## src/design/rv32id_pkg.sv

```systemverilog
// Package for the RV32 instruction decoder: class and format codes,
// major opcodes and funct fields. No dependencies.

package rv32id_pkg;

	typedef enum logic [3:0] {
		CLS_LW    = 4'd0,
		CLS_SW    = 4'd1,
		CLS_ADDI  = 4'd2,
		CLS_SLTI  = 4'd3,
		CLS_SLTIU = 4'd4,
		CLS_JALR  = 4'd5,
		CLS_ADD   = 4'd6,
		CLS_SUB   = 4'd7,
		CLS_BEQ   = 4'd8,
		CLS_BNE   = 4'd9,
		CLS_LUI   = 4'd10,
		CLS_AUIPC = 4'd11,
		CLS_JAL   = 4'd12,
		CLS_TRAP  = 4'd13,
		CLS_INV   = 4'd14
	} op_class_t;

	typedef enum logic [2:0] {
		FMT_R    = 3'd0,
		FMT_I    = 3'd1,
		FMT_S    = 3'd2,
		FMT_B    = 3'd3,
		FMT_U    = 3'd4,
		FMT_J    = 3'd5,
		FMT_NONE = 3'd6
	} format_t;

	localparam logic [6:0] OPC_LOAD   = 7'h03;
	localparam logic [6:0] OPC_STORE  = 7'h23;
	localparam logic [6:0] OPC_OP_IMM = 7'h13;
	localparam logic [6:0] OPC_LUI    = 7'h37;
	localparam logic [6:0] OPC_AUIPC  = 7'h17;
	localparam logic [6:0] OPC_OP     = 7'h33;
	localparam logic [6:0] OPC_BRANCH = 7'h63;
	localparam logic [6:0] OPC_JAL    = 7'h6F;
	localparam logic [6:0] OPC_JALR   = 7'h67;
	localparam logic [6:0] OPC_TRAP   = 7'h6B;

	localparam logic [2:0] F3_ADD  = 3'd0;
	localparam logic [2:0] F3_BNE  = 3'd1;
	localparam logic [2:0] F3_WORD = 3'd2;
	localparam logic [2:0] F3_SLTU = 3'd3;

	localparam logic [6:0] F7_BASE = 7'h00;
	localparam logic [6:0] F7_ALT  = 7'h20;

endpackage

```

## src/design/rv32_instruction_decoder.sv

```systemverilog
// RV32 instruction decoder top level: input register, decode logic, result register.
// Depends on rv32id_pkg.

// One instruction word is taken as a beat on every cycle that start is high; busy
// never rises. Each beat gives exactly one result, shown with done high for one
// cycle once the beat has passed the input register and then the result register,
// in the order the beats came. Words outside the supported subset, including known
// opcodes with other funct3 or funct7 values, decode as invalid with format none
// and all other fields zero. The receiver cannot stall.
module rv32_instruction_decoder
	import rv32id_pkg::*;
(
	input  logic               clk,
	input  logic               arst_n,
	input  logic               start,
	output logic               busy,
	input  logic        [31:0] instr_word,
	output logic               done,
	output logic        [3:0]  op_class,
	output logic        [2:0]  format,
	output logic        [4:0]  src1_index,
	output logic        [4:0]  src2_index,
	output logic        [4:0]  dest_index,
	output logic               dest_discard,
	output logic signed [31:0] immediate
);

	logic        valid_s1;
	logic [31:0] instr_s1;

	op_class_t   cls;
	format_t     fmt;
	logic [6:0]  opc;
	logic [2:0]  f3;
	logic [6:0]  f7;
	logic [4:0]  rs1;
	logic [4:0]  rs2;
	logic [4:0]  rd;
	logic        disc;
	logic [31:0] imm;

	logic        done_s2;
	op_class_t   cls_s2;
	format_t     fmt_s2;
	logic [4:0]  rs1_s2;
	logic [4:0]  rs2_s2;
	logic [4:0]  rd_s2;
	logic        disc_s2;
	logic [31:0] imm_s2;

	assign busy = 1'b0;

	always_ff @(posedge clk or negedge arst_n) begin
		if (!arst_n) begin
			valid_s1 <= 1'b0;
			done_s2  <= 1'b0;
		end else begin
			valid_s1 <= start;
			done_s2  <= valid_s1;
		end
	end

	always_ff @(posedge clk) begin
		if (start) begin
			instr_s1 <= instr_word;
		end
	end

	assign opc = instr_s1[6:0];
	assign f3  = instr_s1[14:12];
	assign f7  = instr_s1[31:25];

	always_comb begin
		cls = CLS_INV;
		fmt = FMT_NONE;
		unique case (opc)
			OPC_LOAD: begin
				if (f3 == F3_WORD) begin
					cls = CLS_LW;
					fmt = FMT_I;
				end
			end
			OPC_STORE: begin
				if (f3 == F3_WORD) begin
					cls = CLS_SW;
					fmt = FMT_S;
				end
			end
			OPC_OP_IMM: begin
				if (f3 == F3_ADD) begin
					cls = CLS_ADDI;
					fmt = FMT_I;
				end else if (f3 == F3_WORD) begin
					cls = CLS_SLTI;
					fmt = FMT_I;
				end else if (f3 == F3_SLTU) begin
					cls = CLS_SLTIU;
					fmt = FMT_I;
				end
			end
			OPC_LUI: begin
				cls = CLS_LUI;
				fmt = FMT_U;
			end
			OPC_AUIPC: begin
				cls = CLS_AUIPC;
				fmt = FMT_U;
			end
			OPC_OP: begin
				if (f3 == F3_ADD && f7 == F7_BASE) begin
					cls = CLS_ADD;
					fmt = FMT_R;
				end else if (f3 == F3_ADD && f7 == F7_ALT) begin
					cls = CLS_SUB;
					fmt = FMT_R;
				end
			end
			OPC_BRANCH: begin
				if (f3 == F3_ADD) begin
					cls = CLS_BEQ;
					fmt = FMT_B;
				end else if (f3 == F3_BNE) begin
					cls = CLS_BNE;
					fmt = FMT_B;
				end
			end
			OPC_JAL: begin
				cls = CLS_JAL;
				fmt = FMT_J;
			end
			OPC_JALR: begin
				if (f3 == F3_ADD) begin
					cls = CLS_JALR;
					fmt = FMT_I;
				end
			end
			OPC_TRAP: begin
				cls = CLS_TRAP;
				fmt = FMT_NONE;
			end
			default: begin
				cls = CLS_INV;
				fmt = FMT_NONE;
			end
		endcase
	end

	always_comb begin
		rs1  = 5'd0;
		rs2  = 5'd0;
		rd   = 5'd0;
		disc = 1'b0;
		imm  = 32'd0;
		if (fmt == FMT_R || fmt == FMT_I || fmt == FMT_S || fmt == FMT_B) begin
			rs1 = instr_s1[19:15];
		end
		if (fmt == FMT_R || fmt == FMT_S || fmt == FMT_B) begin
			rs2 = instr_s1[24:20];
		end
		if (fmt == FMT_R || fmt == FMT_I || fmt == FMT_U || fmt == FMT_J) begin
			rd   = instr_s1[11:7];
			disc = (instr_s1[11:7] == 5'd0);
		end
		unique case (fmt)
			FMT_I: imm = {{20{instr_s1[31]}}, instr_s1[31:20]};
			FMT_S: imm = {{20{instr_s1[31]}}, instr_s1[31:25], instr_s1[11:7]};
			FMT_B: imm = {{20{instr_s1[31]}}, instr_s1[7], instr_s1[30:25],
				instr_s1[11:8], 1'b0};
			FMT_U: imm = {instr_s1[31:12], 12'd0};
			FMT_J: imm = {{12{instr_s1[31]}}, instr_s1[19:12], instr_s1[20],
				instr_s1[30:21], 1'b0};
			default: imm = 32'd0;
		endcase
	end

	always_ff @(posedge clk) begin
		if (valid_s1) begin
			cls_s2  <= cls;
			fmt_s2  <= fmt;
			rs1_s2  <= rs1;
			rs2_s2  <= rs2;
			rd_s2   <= rd;
			disc_s2 <= disc;
			imm_s2  <= imm;
		end
	end

	assign done         = done_s2;
	assign op_class     = cls_s2;
	assign format       = fmt_s2;
	assign src1_index   = rs1_s2;
	assign src2_index   = rs2_s2;
	assign dest_index   = rd_s2;
	assign dest_discard = disc_s2;
	assign immediate    = $signed(imm_s2);

endmodule

```

## config.mk

```make
export PLATFORM = sky130hd
export DESIGN_NAME = rv32_instruction_decoder
export DESIGN_NICKNAME = d
export VERILOG_FILES = /design/src/design/rv32id_pkg.sv /design/src/design/rv32_instruction_decoder.sv
export SDC_FILE = /design/constraint.sdc
export NUM_CORES = 1
export LEC_CHECK = 0
export BUFFER_PORTS_ARGS = -buffer_cell sky130_fd_sc_hd__buf_2
export CORE_UTILIZATION = 45
export CTS_BUF_LIST = sky130_fd_sc_hd__clkbuf_8
export DETAILED_ROUTE_END_ITERATION = 10
export GPL_ROUTABILITY_DRIVEN = 0
export PLACE_DENSITY = 0.69
export SYNTH_ARGS = -nofsm -noshare
export SYNTH_HDL_FRONTEND = slang
export SYNTH_SLANG_ARGS = --single-unit
```

## constraint.sdc

```tcl
create_clock -name clk -period 6.1 [get_ports clk]
set_input_delay 0.305 -clock clk [delete_from_list [all_inputs] [get_ports clk]]
set_output_delay 0.305 -clock clk [all_outputs]
set_load 0.1 [all_outputs]
```

* After elaboration in Yosys (flattened, before gate mapping) *
Cells that the tools add are included.

word-level totals
  flip-flop bits (word level) = 89
  latch bits = 0
  memory bits (writable) = 0
  bits in read-only memories = 0
  input port bits = 35
  output and inout bits = 57
  word-level logic and storage cells = 66
  memories = 0

operators by class
  add/subtract/negate cells = 0
  $mul = 0
  div/mod/pow operators = 0
  $lt $le $gt $ge = 0
  equal/unequal tests = 19
  shift operators = 0
  muxes and demuxes = 23
  bitwise operators = 0
  reduce and logical (&&, ||, !) cells = 14

operators by type and width
  operator                                              number
  one-hot mux 32 bit (5 select lines)                   1
  one-hot mux 4 bit (10 select lines)                   1
  2-to-1 mux 3 bit                                      12
  2-to-1 mux 4 bit                                      8
  equality test 7 x 6 -> 1 bit (second input constant)  4
  equality test 7 bit (second input constant)           4
  one-hot mux 3 bit (8 select lines)                    1
  equality test 7 x 5 -> 1 bit (second input constant)  2
  equality test 3 x 2 -> 1 bit (second input constant)  4
  equality test 7 x 2 -> 1 bit (second input constant)  1
  zero test 7 bit                                       1
  logical OR 1 bit                                      7
  equality test 3 x 1 -> 1 bit (second input constant)  2
  equality test 3 bit (second input constant)           2
  zero test 3 bit                                       2
  zero test 5 bit                                       1
  logical AND 1 bit                                     2
  OR reduction 2 bit                                    1

* Depth between registers and ports, before layout *
  word-level depth = 9
  gate-level depth with buffers = 12
  mapped depth without buffers = 7

* Least setup slack after synthesis *
No wires, ideal clock.

  path type = register to register
  start point = register instr_s1[4]
  end point = register imm_s2[20], in the netlist immediate[20], data pin
  library setup time = 0.253 ns
  arrival = 1.988 ns
  data required time = 5.847 ns
  slack = 3.858 ns
  stages on the path, launching flop included = 13
  cells stage by stage = edfxtp_1 -> buf_6 -> and3b_1 -> buf_4 -> nor2_1 -> a211o_1 -> and4_4 -> buf_6 -> and2_4 -> buf_6 -> o21ai_4 -> buf_6 -> nand2_1

on the way
  word-level cells in the longest chain between the ends = 5
  elaborated cells between the ends (all ways) = 17
  classes of those cells = 14 x eq/ne; 2 x mux; 1 x reduce/logical

ends and longest elaborated chain
  element                                                                              line                             RTL
  from (decl)                                                                          rv32_instruction_decoder.sv:29   logic [31:0] instr_s1;
  from (signal assigned)                                                               rv32_instruction_decoder.sv:65   instr_s1 <= instr_word;
  equality test 7 x 5 -> 1 bit / equality test 7 x 6 -> 1 bit (equally long branches)  rv32_instruction_decoder.sv:76   unique case (opc)
  OR reduction 2 bit (no source line)                                                  -
  one-hot mux 3 bit (8 select lines) *                                                 rv32_instruction_decoder.sv:76
  equality test 3 bit, or another cell as far along                                    rv32_instruction_decoder.sv:164  unique case (fmt)
  one-hot mux 32 bit (5 select lines) *                                                rv32_instruction_decoder.sv:164
  net imm[20]                                                                          rv32_instruction_decoder.sv:40   logic [31:0] imm;
  to (signal assigned)                                                                 rv32_instruction_decoder.sv:184  imm_s2 <= imm;
  to (decl)                                                                            rv32_instruction_decoder.sv:49   logic [31:0] imm_s2;

Mark *: on every way through the listed nets, which the timed path passes. The rest lies on a longest branch.
A chain may end at the register's enable or synchronous reset.

* Worst setup path in the final report *
  start point = register instr_s1[3]
  end point = register rs2_s2[4], in the netlist src2_index[4], data pin

on the way
  word-level cells in the longest chain between the ends = 6
  elaborated cells between the ends (all ways) = 16
  classes of those cells = 11 x eq/ne; 1 x mux; 4 x reduce/logical

ends and longest elaborated chain
  element                                                                              line                             RTL
  equality test 7 x 5 -> 1 bit / equality test 7 x 6 -> 1 bit (equally long branches)  rv32_instruction_decoder.sv:76
  OR reduction 2 bit (no source line)                                                  -
  one-hot mux 3 bit (8 select lines) *                                                 rv32_instruction_decoder.sv:76
  equality test 3 x 2 -> 1 bit / zero test 3 bit (equally long branches)               rv32_instruction_decoder.sv:157  if (fmt == FMT_R || fmt == FMT_S || fmt == FMT_B) begin
  logical OR 1 bit                                                                     rv32_instruction_decoder.sv:157
  logical OR 1 bit *                                                                   rv32_instruction_decoder.sv:157
  to (signal assigned)                                                                 rv32_instruction_decoder.sv:181  rs2_s2 <= rs2;
  to (decl)                                                                            rv32_instruction_decoder.sv:46   logic [4:0] rs2_s2;

Every way passes the cells marked *; elsewhere a longest branch is shown, timed or not.

==> impl_results.md <==
- Setup TNS: 0 ns
- RSZ-0062 raised after global routing: false
- 1st-iter DRT viols: 139
- Total number of vias: 2358
- Worst setup margin: 3.54 ns
- # clock sinks: 89
- Async set or reset register ratio after synthesis: 2.25%
- Die Width: 92.6 um
- Global-route wire length before repair: 10.7 mm
- Total track usage: 16.8%
- Post-Layout Cell Count: 461
- Most common cell after layout, fill and taps aside: buf_2
- Total Nets Final: 389
- Hold Crit Class: primary input to flop
- TritonRoute pass-1 iters: 4
- Worst-Margin Slew: 1.08 ns
- Layout cells sized above 1: 32.9%
- Chip Height: 92.6 um
- DRT antenna net count: 0
- Largest fanout on the critical path: 12
- CP Launch Type: flop
- Dpl cells: 444
- Most frequent cells in the layout: buf_2 (90), edfxtp_1 (87), nand2_1 (54), and2_1 (15)
- I/O pins: 92
- Root buffer cell: clkbuf_8
- Multi-input gate area: 911 um^2
- Initial Util: 47.1%
- DRC Markers: 0
- Final instance area: 4360 um^2
- Pre-CTS WS: 3.63 ns
- Antenna violations before repair: 0
- Outcome: completed
- Top_reg_cell synth: edfxtp_1
- Vias in the first global route: 2148
- PostCTS Resize Cnt: 0
- Total Die Area: 8570 um^2
- Ys Warns: 0
- Number of diodes: 0
- #FFs+latches synth: 89
- Crit path required time: 6.21 ns
- Mapped cell area: 3690 um^2
- Ratio of total power to cell area: 318 nW/um^2
- EDFF count, synth: 87
- Core region area: 7850 um^2
- Final Hold Slack: 0.116 ns
- Post-synth cell types: 49
- Fin. Hold Viols: 0
- Max Slew Vio Count: 0
- Complex-gate fraction of the synthesized area: 8.10%
- Area Overhead vs Synth: 18.2%
- Post-Route WL: 6.90 mm
- WL per Instance: 15.0 um
- Inserted Clock Buffers: 9
- Grt total ovfl: 0
- Largest net degree at the start of global routing: 53
- Critical Path AT: 2.66 ns
- Clk buf depth: 2
- Syn nets: 300
- Buffers added on ports: 90
- Synth Instances: 265
- Mux share of post-synthesis cell area: 0%
- Max Freq: 391 MHz
- Largest family of logic cells by synthesized area: simple AND/OR/NAND/NOR gates
- MaxCap Viol Count: 0
- Post-layout min period: 2.56 ns
- Vias per inst: 5.11
- Placement Cell Area: 4180 um^2
- VDD IR max: 0.167 mV
- Post-DP HPWL: 4.77 mm
- Final setup vio count: 0
- Seq. cell area: 2660 um^2
- Period utilization: 41.9%
- Leak: 0.00168 uW
- CP endpoint kind: flop
- CTS tree: done
- Post-Synth XOR/XNOR Area: 0.237%
- Kind of critical path: flop to flop
- Clk Latency, worst-skew pair: 0.36 ns
- Row count: 32
- Synth Area in Simple Gates: 16.2%
- Sequential-to-total area share from yosys stat: 72.1%
- H-tree depth: 3
- Clock slew at reported path FFs: 0.09 ns
- Clk_skew: 0.0104 ns
- Adder-cell share of the synthesized area: 0%
- Slew margin rel.: 27.4%
- Fill cell total of the finished layout: 667
- Mean post-synth cell area: 13.9 um^2
final timing paths:
path / from / endpoint / slack (ns) / depth (start not counted)
worst max-delay path: instr_s1[3] / src2_index[4] / 3.54 / 7
min in group asynchronous: arst_n / valid_s1 / 0.25 / 2
worst max register to register: instr_s1[3] / src2_index[4] / 3.54 / 7
max in group asynchronous: arst_n / valid_s1 / 5.74 / 2
worst min register to register: valid_s1 / done / 0.47 / 0
worst min-delay path: instr_word[4] / instr_s1[4] / 0.12 / 1
final cells by class:
class	instances	share of cell area (%)
Timing Repair Buffer	92	10.7
Sequential cell	89	61.0
Multi-Input combinational cell	158	20.9
Clock buffer	9	2.84
Clock inverter	7	1.26
Tap cell	102	2.92
Inverter	4	0.344
critical path: stages (launching register included):
cell      delay, ns
edfxtp_1       0.56
or2_4          0.35
nor3_1         0.35
nor3b_1        0.32
a211oi_2       0.14
nor2_4         0.29
nor2_1         0.12
and2_1         0.18
cell families (layout without fill, tap and decap cells):
family	after synthesis	count (layout)
AND/OR/NAND/NOR	117	117
other	1	1
flip-flops	89	89
XOR/XNOR	1	1
buffers and inverters	18	112
AO/OA/AOI/OAI	39	39
flip-flops by register name, indices dropped and copies added, names as in the netlist:
register / flops
immediate: 32
instr_s1: 32
dest_index: 5
src1_index: 5
src2_index: 5
op_class: 4
format: 3
dest_discard: 1
done: 1
valid_s1: 1
where the power goes:
group / switching (uW) / total (uW) / internal (uW)
Sequential: 28.5 / 746 / 718
Combinational: 233 / 274 / 41.4
Clock: 216 / 367 / 151
Total: 477 / 1390 / 910
cell usage after synthesis, drive strengths merged, types with 2 or more instances:
master,count,area (um^2)
nor4b,2,17.5
nor3b,2,20.0
a31oi,3,18.8
inv,4,15.0
a21oi,8,40.0
nand3b,2,15.0
dfrtp,2,50.1
nand2,54,203
nand2b,2,12.5
a211oi,3,27.5
o21ai,9,60.1
o211ai,2,15.0
nand3,5,25.0
o22ai,2,12.5
nor3,8,45.0
a22o,4,35.0
edfxtp,87,2610
and2,16,103
clkbuf,2,7.51
nor2b,9,56.3
buf,12,96.3
nor2,10,47.6
per-layer routing:
layer,track usage [%],vias to the layer above,wire length [um]
met5,0,-,0
met4,8.46,0,102
met3,3.37,11,447
li1,-,1145,-
met2,27.0,114,3320
met1,21.8,1088,3030
stage by stage:
step                      utilization [%]  power [uW]
after global routing                 55.6        1440
after CTS                            55.6        1400
after detailed placement             53.2        1030
after global placement               53.2        1030
final                                55.6        1390
after floorplan                         -         986
repair_timing:
action,in CTS,in global routing
hold buffers,1,0
endpoints found under the hold margin,2,0
buffers inserted,0,0
No activity file was read; power rests on OpenSTA's default activity.
